==> config.mk <==
export PLATFORM = sky130hd
export DESIGN_NAME = line_editor_keyword_led_select_unit
export DESIGN_NICKNAME = d
export VERILOG_FILES = /design/src/hw/rtl/les_pkg.sv /design/src/hw/rtl/les_ram.sv /design/src/hw/rtl/line_editor_keyword_led_select_unit.sv
export SDC_FILE = /design/constraint.sdc
export NUM_CORES = 1
export LEC_CHECK = 0
export BUFFER_PORTS_ARGS = -buffer_cell sky130_fd_sc_hd__buf_2
export CORE_ASPECT_RATIO = 0.6
export CORE_MARGIN = 1
export CORE_UTILIZATION = 49
export DETAILED_ROUTE_END_ITERATION = 6
export PLACE_DENSITY_LB_ADDON = 0.1
export SLEW_MARGIN = 40
export SYNTH_ARGS = -nofsm -noshare
export SYNTH_HDL_FRONTEND = slang
export SYNTH_HIERARCHICAL = 1
export SYNTH_SLANG_ARGS = --single-unit
==> constraint.sdc <==
create_clock -name clock -period 3.69 [get_ports clock]
set_input_delay 0.5535 -clock clock [delete_from_list [all_inputs] [get_ports clock]]
set_output_delay 0.5535 -clock clock [all_outputs]
set_load 0.02 [all_outputs]
==> src/hw/rtl/les_pkg.sv <==
// Package for the line editor keyword LED select unit.
// Holds widths, character codes and the keyword tables; no dependencies.
`timescale 1ns / 1ps

package les_pkg;

   localparam int LINE_DEPTH  = 64;
   localparam int ADDR_W      = $clog2(LINE_DEPTH);
   localparam int IDX_W       = $clog2(LINE_DEPTH + 1);
   localparam int LIMIT_W     = 7;
   localparam int CMP_W       = (IDX_W > LIMIT_W) ? IDX_W : LIMIT_W;
   localparam int KEY_COUNT   = 7;
   localparam int KEY_LEN_W   = 3;
   localparam int LED_W       = 4;

   localparam logic [7:0] CHAR_DEL = 8'h7F;
   localparam logic [7:0] CHAR_LF  = 8'h0A;
   localparam logic [7:0] CHAR_CR  = 8'h0D;

   typedef logic [KEY_COUNT-1:0] key_mask_type;

   function automatic logic [7:0] fold_lower(input logic [7:0] b);
      logic [7:0] r;
      r = b;
      if (b >= 8'h41 && b <= 8'h5A) begin
         r = b + 8'h20;
      end
      return r;
   endfunction

   // Keyword order: red, blue, green, pink, yellow, cyan, white.
   function automatic logic [KEY_LEN_W-1:0] key_len(input int k);
      logic [KEY_LEN_W-1:0] r;
      case (k)
         0: r = 3'd3;
         1: r = 3'd4;
         2: r = 3'd5;
         3: r = 3'd4;
         4: r = 3'd6;
         5: r = 3'd4;
         6: r = 3'd5;
         default: r = 3'd0;
      endcase
      return r;
   endfunction

   function automatic logic [LED_W-1:0] key_led(input int k);
      logic [LED_W-1:0] r;
      case (k)
         0: r = 4'h2;
         1: r = 4'h4;
         2: r = 4'h8;
         3: r = 4'h6;
         4: r = 4'hA;
         5: r = 4'hC;
         6: r = 4'hE;
         default: r = 4'h0;
      endcase
      return r;
   endfunction

   function automatic logic [7:0] key_char(input int k, input logic [2:0] i);
      logic [47:0] txt;
      logic [7:0]  r;
      case (k)
         0: txt = {8'h00, 8'h00, 8'h00, "der"};
         1: txt = {8'h00, 8'h00, "eulb"};
         2: txt = {8'h00, "neerg"};
         3: txt = {8'h00, 8'h00, "knip"};
         4: txt = "wolley";
         5: txt = {8'h00, 8'h00, "nayc"};
         6: txt = {8'h00, "etihw"};
         default: txt = '0;
      endcase
      case (i)
         3'd0: r = txt[7:0];
         3'd1: r = txt[15:8];
         3'd2: r = txt[23:16];
         3'd3: r = txt[31:24];
         3'd4: r = txt[39:32];
         3'd5: r = txt[47:40];
         default: r = 8'h00;
      endcase
      return r;
   endfunction

endpackage

==> src/hw/rtl/les_ram.sv <==
// Generic simple dual-port RAM: one write port, one read port, registered read.
// No dependencies.
`timescale 1ns / 1ps

module les_ram #(
   parameter int WIDTH = 8,
   parameter int DEPTH = 64
) (
   input  logic                     clock,
   input  logic                     wr_en,
   input  logic [$clog2(DEPTH)-1:0] wr_addr,
   input  logic [WIDTH-1:0]         wr_data,
   input  logic [$clog2(DEPTH)-1:0] rd_addr,
   output logic [WIDTH-1:0]         rd_data
);

   logic [WIDTH-1:0] mem [DEPTH];
   logic [WIDTH-1:0] rd_data_ff;

   always_ff @(posedge clock) begin
      if (wr_en) begin
         mem[wr_addr] <= wr_data;
      end
      rd_data_ff <= mem[rd_addr];
   end

   assign rd_data = rd_data_ff;

endmodule

==> src/hw/rtl/line_editor_keyword_led_select_unit.sv <==
// Line editor with keyword LED select: top level.
// A plain byte goes from IDLE through EMIT1 into the result register; a line end first
// runs the keyword compare through RD and CK for each compared byte, at most 6 of them.
// The input stays stalled from each transaction until its last result is loaded, and at
// a line end also through the byte-serial compare on the line store's single read port.
// Reset (synchronous, active high) clears the write index, LEDs and sets the limit to 64.
`timescale 1ns / 1ps

module line_editor_keyword_led_select_unit (
   input  logic                          clock,
   input  logic                          reset,
   // Input channel.
   input  logic                          req_valid,
   output logic                          req_stall,
   input  logic [7:0]                    req_rx_char,
   // Result channel.
   output logic                          rsp_valid,
   input  logic                          rsp_stall,
   output logic [7:0]                    rsp_echo_byte,
   output logic                          rsp_last_of_run,
   output logic                          rsp_line_done,
   output logic [les_pkg::LED_W-1:0]     rsp_led_pattern,
   // Configuration write channel.
   input  logic                          csr_valid,
   output logic                          csr_ready,
   input  logic [les_pkg::LIMIT_W-1:0]   csr_line_limit
);

   // Sequencer states. IDLE takes a transaction; RD presents a line store address;
   // CK compares the returned byte against every keyword at once; EMIT1 and EMIT2
   // load the result register as soon as it is free.
   localparam logic [2:0] ST_IDLE  = 3'd0;
   localparam logic [2:0] ST_RD    = 3'd1;
   localparam logic [2:0] ST_CK    = 3'd2;
   localparam logic [2:0] ST_EMIT1 = 3'd3;
   localparam logic [2:0] ST_EMIT2 = 3'd4;

   localparam int IDX_W = les_pkg::IDX_W;
   localparam int CMP_W = les_pkg::CMP_W;

   logic [2:0]                       state_ff, state_in;
   logic [IDX_W-1:0]                 idx_ff, idx_in;
   logic [IDX_W-1:0]                 len_ff, len_in;
   logic [IDX_W-1:0]                 cnt_ff, cnt_in;
   les_pkg::key_mask_type            miss_ff, miss_in;
   logic [les_pkg::LED_W-1:0]        led_ff, led_in;
   logic [les_pkg::LIMIT_W-1:0]      limit_ff, limit_in;
   logic [7:0]                       char_ff, char_in;
   logic                             done_ff, done_in;

   // Result register.
   logic                             rsp_valid_ff, rsp_valid_in;
   logic [7:0]                       echo_ff, echo_in;
   logic                             last_ff, last_in;
   logic                             ldone_ff, ldone_in;
   logic [les_pkg::LED_W-1:0]        rled_ff, rled_in;

   logic                             accept;
   logic                             slot_free;
   logic [CMP_W-1:0]                 lim;
   logic [CMP_W-1:0]                 new_idx;
   logic                             ram_we;
   logic [les_pkg::ADDR_W-1:0]       ram_rd_addr;
   logic [7:0]                       ram_rd_data;
   logic [7:0]                       folded;
   logic [les_pkg::LED_W-1:0]        match_led;

   assign req_stall = (state_ff != ST_IDLE);
   assign accept    = req_valid && !req_stall;
   assign slot_free = !rsp_valid_ff || !rsp_stall;
   assign csr_ready = 1'b1;

   // The effective limit is clamped to the range 2 to the store depth.
   always_comb begin
      if (CMP_W'(limit_ff) < CMP_W'(2)) begin
         lim = CMP_W'(2);
      end else if (CMP_W'(limit_ff) > CMP_W'(les_pkg::LINE_DEPTH)) begin
         lim = CMP_W'(les_pkg::LINE_DEPTH);
      end else begin
         lim = CMP_W'(limit_ff);
      end
   end

   // A plain byte is written at the write index while the store has room.
   assign ram_we  = accept && (req_rx_char != les_pkg::CHAR_DEL)
                    && (req_rx_char != les_pkg::CHAR_LF)
                    && (req_rx_char != les_pkg::CHAR_CR)
                    && (CMP_W'(idx_ff) < CMP_W'(les_pkg::LINE_DEPTH));
   assign new_idx = ram_we ? CMP_W'(idx_ff) + CMP_W'(1) : CMP_W'(idx_ff);

   assign ram_rd_addr = cnt_ff[les_pkg::ADDR_W-1:0];

   les_ram #(
      .WIDTH(8),
      .DEPTH(les_pkg::LINE_DEPTH)
   ) u_line_store (
      .clock   (clock),
      .wr_en   (ram_we),
      .wr_addr (idx_ff[les_pkg::ADDR_W-1:0]),
      .wr_data (req_rx_char),
      .rd_addr (ram_rd_addr),
      .rd_data (ram_rd_data)
   );

   assign folded = les_pkg::fold_lower(ram_rd_data);

   // The first keyword still standing wins; the keywords never collide anyway.
   always_comb begin
      match_led = '0;
      for (int k = les_pkg::KEY_COUNT - 1; k >= 0; k--) begin
         if (!miss_ff[k]) begin
            match_led = les_pkg::key_led(k);
         end
      end
   end

   always_comb begin
      state_in     = state_ff;
      idx_in       = idx_ff;
      len_in       = len_ff;
      cnt_in       = cnt_ff;
      miss_in      = miss_ff;
      led_in       = led_ff;
      limit_in     = limit_ff;
      char_in      = char_ff;
      done_in      = done_ff;
      rsp_valid_in = rsp_valid_ff && rsp_stall;
      echo_in      = echo_ff;
      last_in      = last_ff;
      ldone_in     = ldone_ff;
      rled_in      = rled_ff;

      if (csr_valid && csr_ready) begin
         limit_in = csr_line_limit;
      end

      case (state_ff)
         ST_IDLE: begin
            if (accept) begin
               char_in  = req_rx_char;
               state_in = ST_EMIT1;
               done_in  = 1'b0;
               if (req_rx_char == les_pkg::CHAR_DEL) begin
                  if (idx_ff != '0) begin
                     idx_in = idx_ff - IDX_W'(1);
                  end
               end else if (req_rx_char == les_pkg::CHAR_LF
                            || req_rx_char == les_pkg::CHAR_CR) begin
                  done_in = 1'b1;
               end else begin
                  idx_in = IDX_W'(new_idx);
                  if (new_idx >= lim - CMP_W'(1)) begin
                     done_in = 1'b1;
                  end
               end
               if (done_in) begin
                  // Start the compare over the finished line; only keywords of the
                  // same length stay candidates.
                  len_in   = IDX_W'(new_idx);
                  cnt_in   = '0;
                  idx_in   = '0;
                  state_in = ST_RD;
                  for (int k = 0; k < les_pkg::KEY_COUNT; k++) begin
                     miss_in[k] = (new_idx != CMP_W'(les_pkg::key_len(k)));
                  end
               end
            end
         end
         ST_RD: begin
            if (cnt_ff == len_ff || (&miss_ff)) begin
               led_in   = match_led;
               state_in = ST_EMIT1;
            end else begin
               state_in = ST_CK;
            end
         end
         ST_CK: begin
            for (int k = 0; k < les_pkg::KEY_COUNT; k++) begin
               if (folded != les_pkg::key_char(k, cnt_ff[2:0])) begin
                  miss_in[k] = 1'b1;
               end
            end
            cnt_in   = cnt_ff + IDX_W'(1);
            state_in = ST_RD;
         end
         ST_EMIT1: begin
            if (slot_free) begin
               rsp_valid_in = 1'b1;
               ldone_in     = done_ff;
               rled_in      = led_ff;
               if (char_ff == les_pkg::CHAR_LF) begin
                  // A line feed goes out as carriage return, then line feed.
                  echo_in  = les_pkg::CHAR_CR;
                  last_in  = 1'b0;
                  state_in = ST_EMIT2;
               end else begin
                  echo_in  = char_ff;
                  last_in  = 1'b1;
                  state_in = ST_IDLE;
               end
            end
         end
         ST_EMIT2: begin
            if (slot_free) begin
               rsp_valid_in = 1'b1;
               echo_in      = les_pkg::CHAR_LF;
               last_in      = 1'b1;
               state_in     = ST_IDLE;
            end
         end
         default: begin
            state_in = ST_IDLE;
         end
      endcase
   end

   always_ff @(posedge clock) begin
      if (reset) begin
         state_ff     <= ST_IDLE;
         idx_ff       <= '0;
         led_ff       <= '0;
         limit_ff     <= les_pkg::LIMIT_W'(64);
         rsp_valid_ff <= 1'b0;
      end else begin
         state_ff     <= state_in;
         idx_ff       <= idx_in;
         led_ff       <= led_in;
         limit_ff     <= limit_in;
         rsp_valid_ff <= rsp_valid_in;
      end
   end

   always_ff @(posedge clock) begin
      len_ff   <= len_in;
      cnt_ff   <= cnt_in;
      miss_ff  <= miss_in;
      char_ff  <= char_in;
      done_ff  <= done_in;
      echo_ff  <= echo_in;
      last_ff  <= last_in;
      ldone_ff <= ldone_in;
      rled_ff  <= rled_in;
   end

   assign rsp_valid       = rsp_valid_ff;
   assign rsp_echo_byte   = echo_ff;
   assign rsp_last_of_run = last_ff;
   assign rsp_line_done   = ldone_ff;
   assign rsp_led_pattern = rled_ff;

endmodule

==> results of run 1 <==
kinds of logic after synthesis:
kind of cell / after synthesis / synth area share, %
AOI/OAI and AO/OA: 194 / 5.59
DFF: 584 / 70.1
muxes: 162 / 12.7
adders and majority gates: 17 / 0.865
other: 2 / 0.0305
and+or+nand+nor: 356 / 7.17
buffers and inverters: 113 / 2.46
xor gates and xnor gates: 31 / 1.10
power by group through the flow:
stage               sequential (mW)  clock (mW)  combinational (mW)
finish                         7.42        5.83                1.70
global route                   7.43        6.15                1.83
CTS                            7.42        5.92                1.69
detailed placement             7.57           0                1.69
global placement               7.56           0                1.67
floorplan                      7.52           0                1.13
synth_stat cells, types with 23 or more instances:
library cell,number
mux4_2,119
nand3_1,40
mux2i_1,35
nor3_1,31
edfxtp_1,555
a21oi_1,33
nor2_1,127
dfxtp_1,29
clkbuf_1,49
nand2_1,59
o22ai_1,23
routing by layer:
| metal | track usage [%] | routed length (um) | up-vias |
|---|---|---|---|
| met3 | 7.12 | 6680 | 81 |
| met1 | 40.0 | 29400 | 7279 |
| li1 | - | - | 6084 |
| met4 | 4.50 | 1040 | 0 |
| met5 | 0 | 0 | - |
| met2 | 31.8 | 24600 | 621 |
cell usage in the layout, fill, tap and decap left out, drive strengths merged, types with 8 or more instances in the layout:
cell type / n
edfxtp: 555
buf: 162
nor2: 128
mux4: 119
clkbuf: 66
nand2: 59
nand3: 41
mux2i: 35
a21oi: 33
nor3: 32
dfxtp: 29
o21ai: 25
inv: 25
o22ai: 23
xnor2: 21
clkinv: 20
a22oi: 19
a31oi: 19
nor2b: 18
ha: 17
nand2b: 13
xor2: 10
nand4: 9
bufinv: 9
mux2: 8
or3: 8
a211oi: 8
worst paths after layout:
kind                     start            endpoint  cells after the start
max reg2reg        limit_ff[3]           idx_ff[5]                     15
min reg2reg          led_ff[1]  rsp_led_pattern[1]                      0
min          csr_line_limit[6]         limit_ff[6]                      3
max                limit_ff[3]           idx_ff[5]                     15
worst register-to-register path, delay by kind of cell (launching register included):
kind                     cells  cell delay (ps)
flip-flops                   1              360
adder cells (fa/ha/maj)      2              530
AND/OR/NAND/NOR              7             1650
buffers and inverters        1               80
AO/OA/AOI/OAI                5              780
registers in the layout (all words and copies together) (netlist names):
register and count:
char_ff 8, cnt_ff 7, done_ff 1, idx_ff 7
led_ff 3, len_ff 7, limit_ff 7, miss_ff 7
rsp_echo_byte 8, rsp_last_of_run 1, rsp_led_pattern 3, rsp_line_done 1
rsp_valid 1, state_ff 3, u_line_store/mem 512, u_line_store/rd_data 8
layout make-up:
type                            instances  area share [%]
Antenna cell                            1         0.00893
Clock buffer                           66            5.09
Clock inverter                         31            1.43
Inverter                               25           0.379
Multi-Input combinational cell        762            24.4
Sequential cell                       584            61.5
Tap cell                              650            2.90
Timing Repair Buffer                  162            4.21
==> flow_metrics.py, run 1 <==
metrics = {
    "placed_design": {
        "placed_cell_area_sq_um": 26200,
        "place_ws_ps": -263,
        "portBuffers": 34,
        "place_congestion": 0.868,
        "hpwl_um": 40400,
        "dp_cells": 2183,
    },
    "route": {
        "drtIter0Drc": 1533,
        "firstDrtPassIters": 6,
        "antenna_left": 0,
        "wirelength_um": 61700,
        "dr_total_vias": 14065,
        "drc": 0,
        "via_per_inst": 6.17,
        "post_drt_wl_per_cell_um": 27.1,
    },
    "floorplanning": {
        "dieArea_sq_um": 51100,
        "initial_core_util_pct": 49.7,
        "placementRows": 63,
        "chipHeight_um": 176,
        "die_width_um": 291,
        "pin_count": 37,
        "design.core.area_sq_um": 49500,
    },
    "clocking": {
        "path_clk_slew_ps": 70,
        "cts_tree": "yes",
        "cts_hold_buffers": 0,
        "postCtsSetupBuffers": 0,
        "cts_root_buf": "clkbuf_16",
        "cts_sinks": 584,
        "htree_levels": 2,
        "clock_latency_ps": 590,
        "cts_max_path_buffers": 3,
        "cts_resized": 0,
        "numCtsBuffers": 52,
    },
    "global_routing": {
        "overflow": 0,
        "track_usage_pct": 24.4,
        "grt_max_degree": 70,
        "grt_pass1_vias": 13296,
        "grt_antenna_before_repair": 4,
        "grt_pass1_wl_um": 90800,
    },
    "job": {
        "maxCapViolations": 0,
    },
    "worst_setup_path": {
        "critPathMaxStageDelay_ps": 410,
        "criticalPathCategory": "flop to flop",
        "cp.buffers_inverters": 1,
        "r2r_slack_ps": 200,
        "path_delay_family": "simple AND/OR/NAND/NOR gates",
        "worstPathCellList": "nor4_2, nand2b_1, nand3_1, ha_1, nand3_1, o21ai_0, a21o_1, ha_1, a211oi_2, nor2_1, or3_4, o21ai_4, inv_2, or4_1, a31oi_1",
        "slowest_stage": "or3_4",
        "endpoint_kind": "flop",
        "worstPathRequired_ps": 4190,
        "cp_max_fo": 6,
        "cp.arrival_ps": 3990,
        "startpoint_type": "flop",
    },
    "power_and_ir_drop": {
        "power_frac_comb_pct": 11.4,
        "finalPower_mw": 15.0,
        "p_clk_share_pct": 39.0,
        "p_sw_mw": 3.59,
        "p_sw_share_pct": 24.0,
        "ir_drop_v": 0.000339,
        "leakagePower_nw": 9.21,
        "cellPowerDensity_nw_per_um2": 534,
        "p_int_mw": 11.4,
        "seq_power_share_pct": 49.6,
    },
    "synthesis": {
        "yosys-top-cells-area": "edfxtp_1 68%, mux4_2 11%, dfxtp_1 2.4%, nor2_1 1.9%, mux2i_1 1.4%",
        "ys_types": 84,
        "synth_fp_nets": 1496,
        "yosysTopAreaCellShare_pct": 67.7,
        "synth_ff_type": "edfxtp_1",
        "ys.warnings.count": 6,
        "ys_seq_elements": 584,
        "ys_seq_area_share_pct": 70.1,
        "async_flop_share_pct": 0,
        "synth_area_sq_um": 24600,
        "synth_area_per_cell_sq_um": 16.9,
        "yosys.area.top_type": "edfxtp_1",
        "synth_cells": 1459,
        "synth_edf_count": 555,
    },
    "timing": {
        "slew_viol_final": 0,
        "relSlewSlack_pct": 46.1,
        "final-setup-viol-count": 0,
        "worstMarginPinSlew_ps": 805,
        "layout_setup_ws_ps": 196,
        "skew_ps": 16.0,
        "final-hold-violation-count": 0,
        "post-route-period-util_pct": 94.7,
        "fin_crit_ps": 3490,
        "whs_ps": 196,
        "clock.fmax_ghz": 0.286,
        "tns_ps": 0,
    },
    "layout": {
        "area_growth_pct": 13.9,
        "fin_area_sq_um": 28000,
        "nFillCells": 3925,
        "seqCellArea_sq_um": 17200,
        "fin_cells": 2281,
        "drive_above_1_share_pct": 25.7,
        "final_util_pct": 56.6,
        "multi_input_area_sq_um": 6850,
        "layout.nets": 1624,
    },
    "run_status": {
        "status": "finished, final reports clean",
    },
    "min_path": {
        "hp-class": "primary input to flop",
    },
}
Power figures use the tool's default switching activity.
==> run 2, diff against run 1 <==
- CELL_PAD_IN_SITES_DETAIL_PLACEMENT: unset -> 1
- CELL_PAD_IN_SITES_GLOBAL_PLACEMENT: unset -> 1
==> run 2 against run 1 <==
Effect of this change: clock-buffer cell count increased by 6; highest routed layer unchanged; non-clock buffer count fell by 2; worst setup slack gained 4.7 ps; via count increased by 1.8%; register-to-register slack about the same; first-iteration DRC count down 11%; die area stayed put.
==> flow_metrics.py, run 2 (synthesized netlist as in run 1, its figures left out) <==
metrics = {
    "layout": {
        "top_register": "u_line_store/mem",
        "area_growth_pct": 14.0,
        "layout.nets": 1624,
        "final_util_pct": 56.7,
        "final_cell_mix": "555 x edfxtp_1, 119 x mux4_2, 118 x buf_4",
        "layout_commonest_cell": "edfxtp_1",
        "drive_above_1_share_pct": 25.6,
        "largest_reg_flops": 512,
    },
    "timing": {
        "slew_viol_final": 0,
        "tns_ps": 0,
        "clock.fmax_ghz": 0.287,
        "post-route-period-util_pct": 94.6,
        "skew_ps": 31.1,
        "layout_setup_ws_ps": 200,
        "final-hold-violation-count": 0,
        "fin_crit_ps": 3490,
        "rsz0062_at_grt": "no",
        "relSlewSlack_pct": 41.0,
        "final-setup-viol-count": 0,
        "whs_ps": 194,
        "worstMarginPinSlew_ps": 881,
    },
    "worst_setup_path": {
        "cp_max_fo": 8,
        "cp.arrival_ps": 4020,
        "worstPathRequired_ps": 4220,
        "endpoint_kind": "flop",
        "criticalPathCategory": "flop to flop",
        "startpoint_type": "flop",
    },
    "placed_design": {
        "portBuffers": 34,
        "place_ws_ps": -348,
        "hpwl_um": 44700,
        "place_congestion": 0.899,
    },
    "global_routing": {
        "grt_antenna_before_repair": 1,
        "overflow": 0,
        "grt_pass1_vias": 14202,
        "grt_max_degree": 92,
        "grt_pass1_wl_um": 98000,
        "track_usage_pct": 26.6,
    },
    "floorplanning": {
        "design.core.area_sq_um": 49500,
        "pin_count": 37,
        "dieArea_sq_um": 51100,
        "placementRows": 63,
        "initial_core_util_pct": 49.7,
        "die_width_um": 291,
        "chipHeight_um": 176,
    },
    "run_status": {
        "status": "finished, final reports clean",
    },
    "clocking": {
        "cts_sinks": 584,
        "htree_levels": 2,
        "cts_tree": "yes",
        "cts_max_path_buffers": 3,
        "cts_root_buf": "clkbuf_16",
        "clock_latency_ps": 600,
        "numCtsBuffers": 54,
        "cts_hold_buffers": 0,
        "path_clk_slew_ps": 70,
    },
    "route": {
        "drc": 0,
        "drtIter0Drc": 1372,
        "dr_total_vias": 14321,
        "via_per_inst": 6.27,
        "post_drt_wl_per_cell_um": 29.5,
        "wirelength_um": 67300,
        "antenna_left": 0,
        "firstDrtPassIters": 7,
    },
    "power_and_ir_drop": {
        "leakagePower_nw": 9.21,
        "p_int_mw": 11.3,
        "seq_power_share_pct": 49.6,
        "cellPowerDensity_nw_per_um2": 533,
        "power_frac_comb_pct": 11.9,
        "p_sw_share_pct": 24.7,
        "p_clk_share_pct": 38.4,
        "p_sw_mw": 3.70,
        "finalPower_mw": 15.0,
        "ir_drop_v": 0.000440,
    },
    "min_path": {
        "hp-class": "primary input to flop",
    },
    "job": {
        "maxCapViolations": 0,
    },
}
run 2: stage by stage:
stage,std cells,area [sq um]
final,2284,28100
after global routing,2283,28100
after CTS,2282,28000
after detailed placement,2180,26200
after global placement,2180,26200
after floorplan,1459,24600
run 2: power groups by stage:
stage | registers (mW) | clock network, mW | logic, mW
floorplan | 7.52 | 0 | 1.13
global placement | 7.56 | 0 | 1.71
detailed placement | 7.57 | 0 | 1.75
CTS | 7.42 | 5.85 | 1.76
global route | 7.43 | 6.08 | 1.91
finish | 7.42 | 5.75 | 1.79
run 2: worst max-delay path: stages, from the launching register on:
cell      delay (ps)
dfxtp_1          340
nor2_4           170
nand3_4          110
clkinv_4          70
o21ai_2           50
or3_4            400
inv_8            100
nand2_4           60
xnor2_2          230
ha_1             310
a211oi_2         190
nor2_1            80
or3_4            400
o21ai_4          240
inv_2             70
or4_1            430
a31oi_1          140
run 2: timing repair:
item / CTS / global route
endpoints found under the setup margin: 0 / 19
buffers inserted: 0 / 0
resized for setup: 0 / 6
run 2: path summary, 6_finish.rpt:
path	depth (start not counted)	from	end	slack, ps
setup reg to reg	16	state_ff[2]	idx_ff[4]	200
hold / removal	3	csr_line_limit[1]	limit_ff[1]	190
setup / recovery	16	state_ff[2]	idx_ff[4]	200
hold reg to reg	0	done_ff	rsp_line_done	430
run 2: per-layer routing:
metal | up-vias | global-route usage (%) | routed length, um
met5 | - | 0 | 0
met4 | 0 | 3.92 | 690
met3 | 61 | 8.95 | 7690
met2 | 584 | 35.6 | 27500
met1 | 7588 | 42.4 | 31400
li1 | 6088 | - | -
run 2: layout make-up:
type	count	area, sq um
Multi-Input combinational cell	762	6860
Fill cell	4483	21400
Clock buffer	72	1510
Sequential cell	584	17200
Tap cell	650	813
Antenna cell	1	2.50
Inverter	25	106
Clock inverter	30	305
Timing Repair Buffer	160	1210
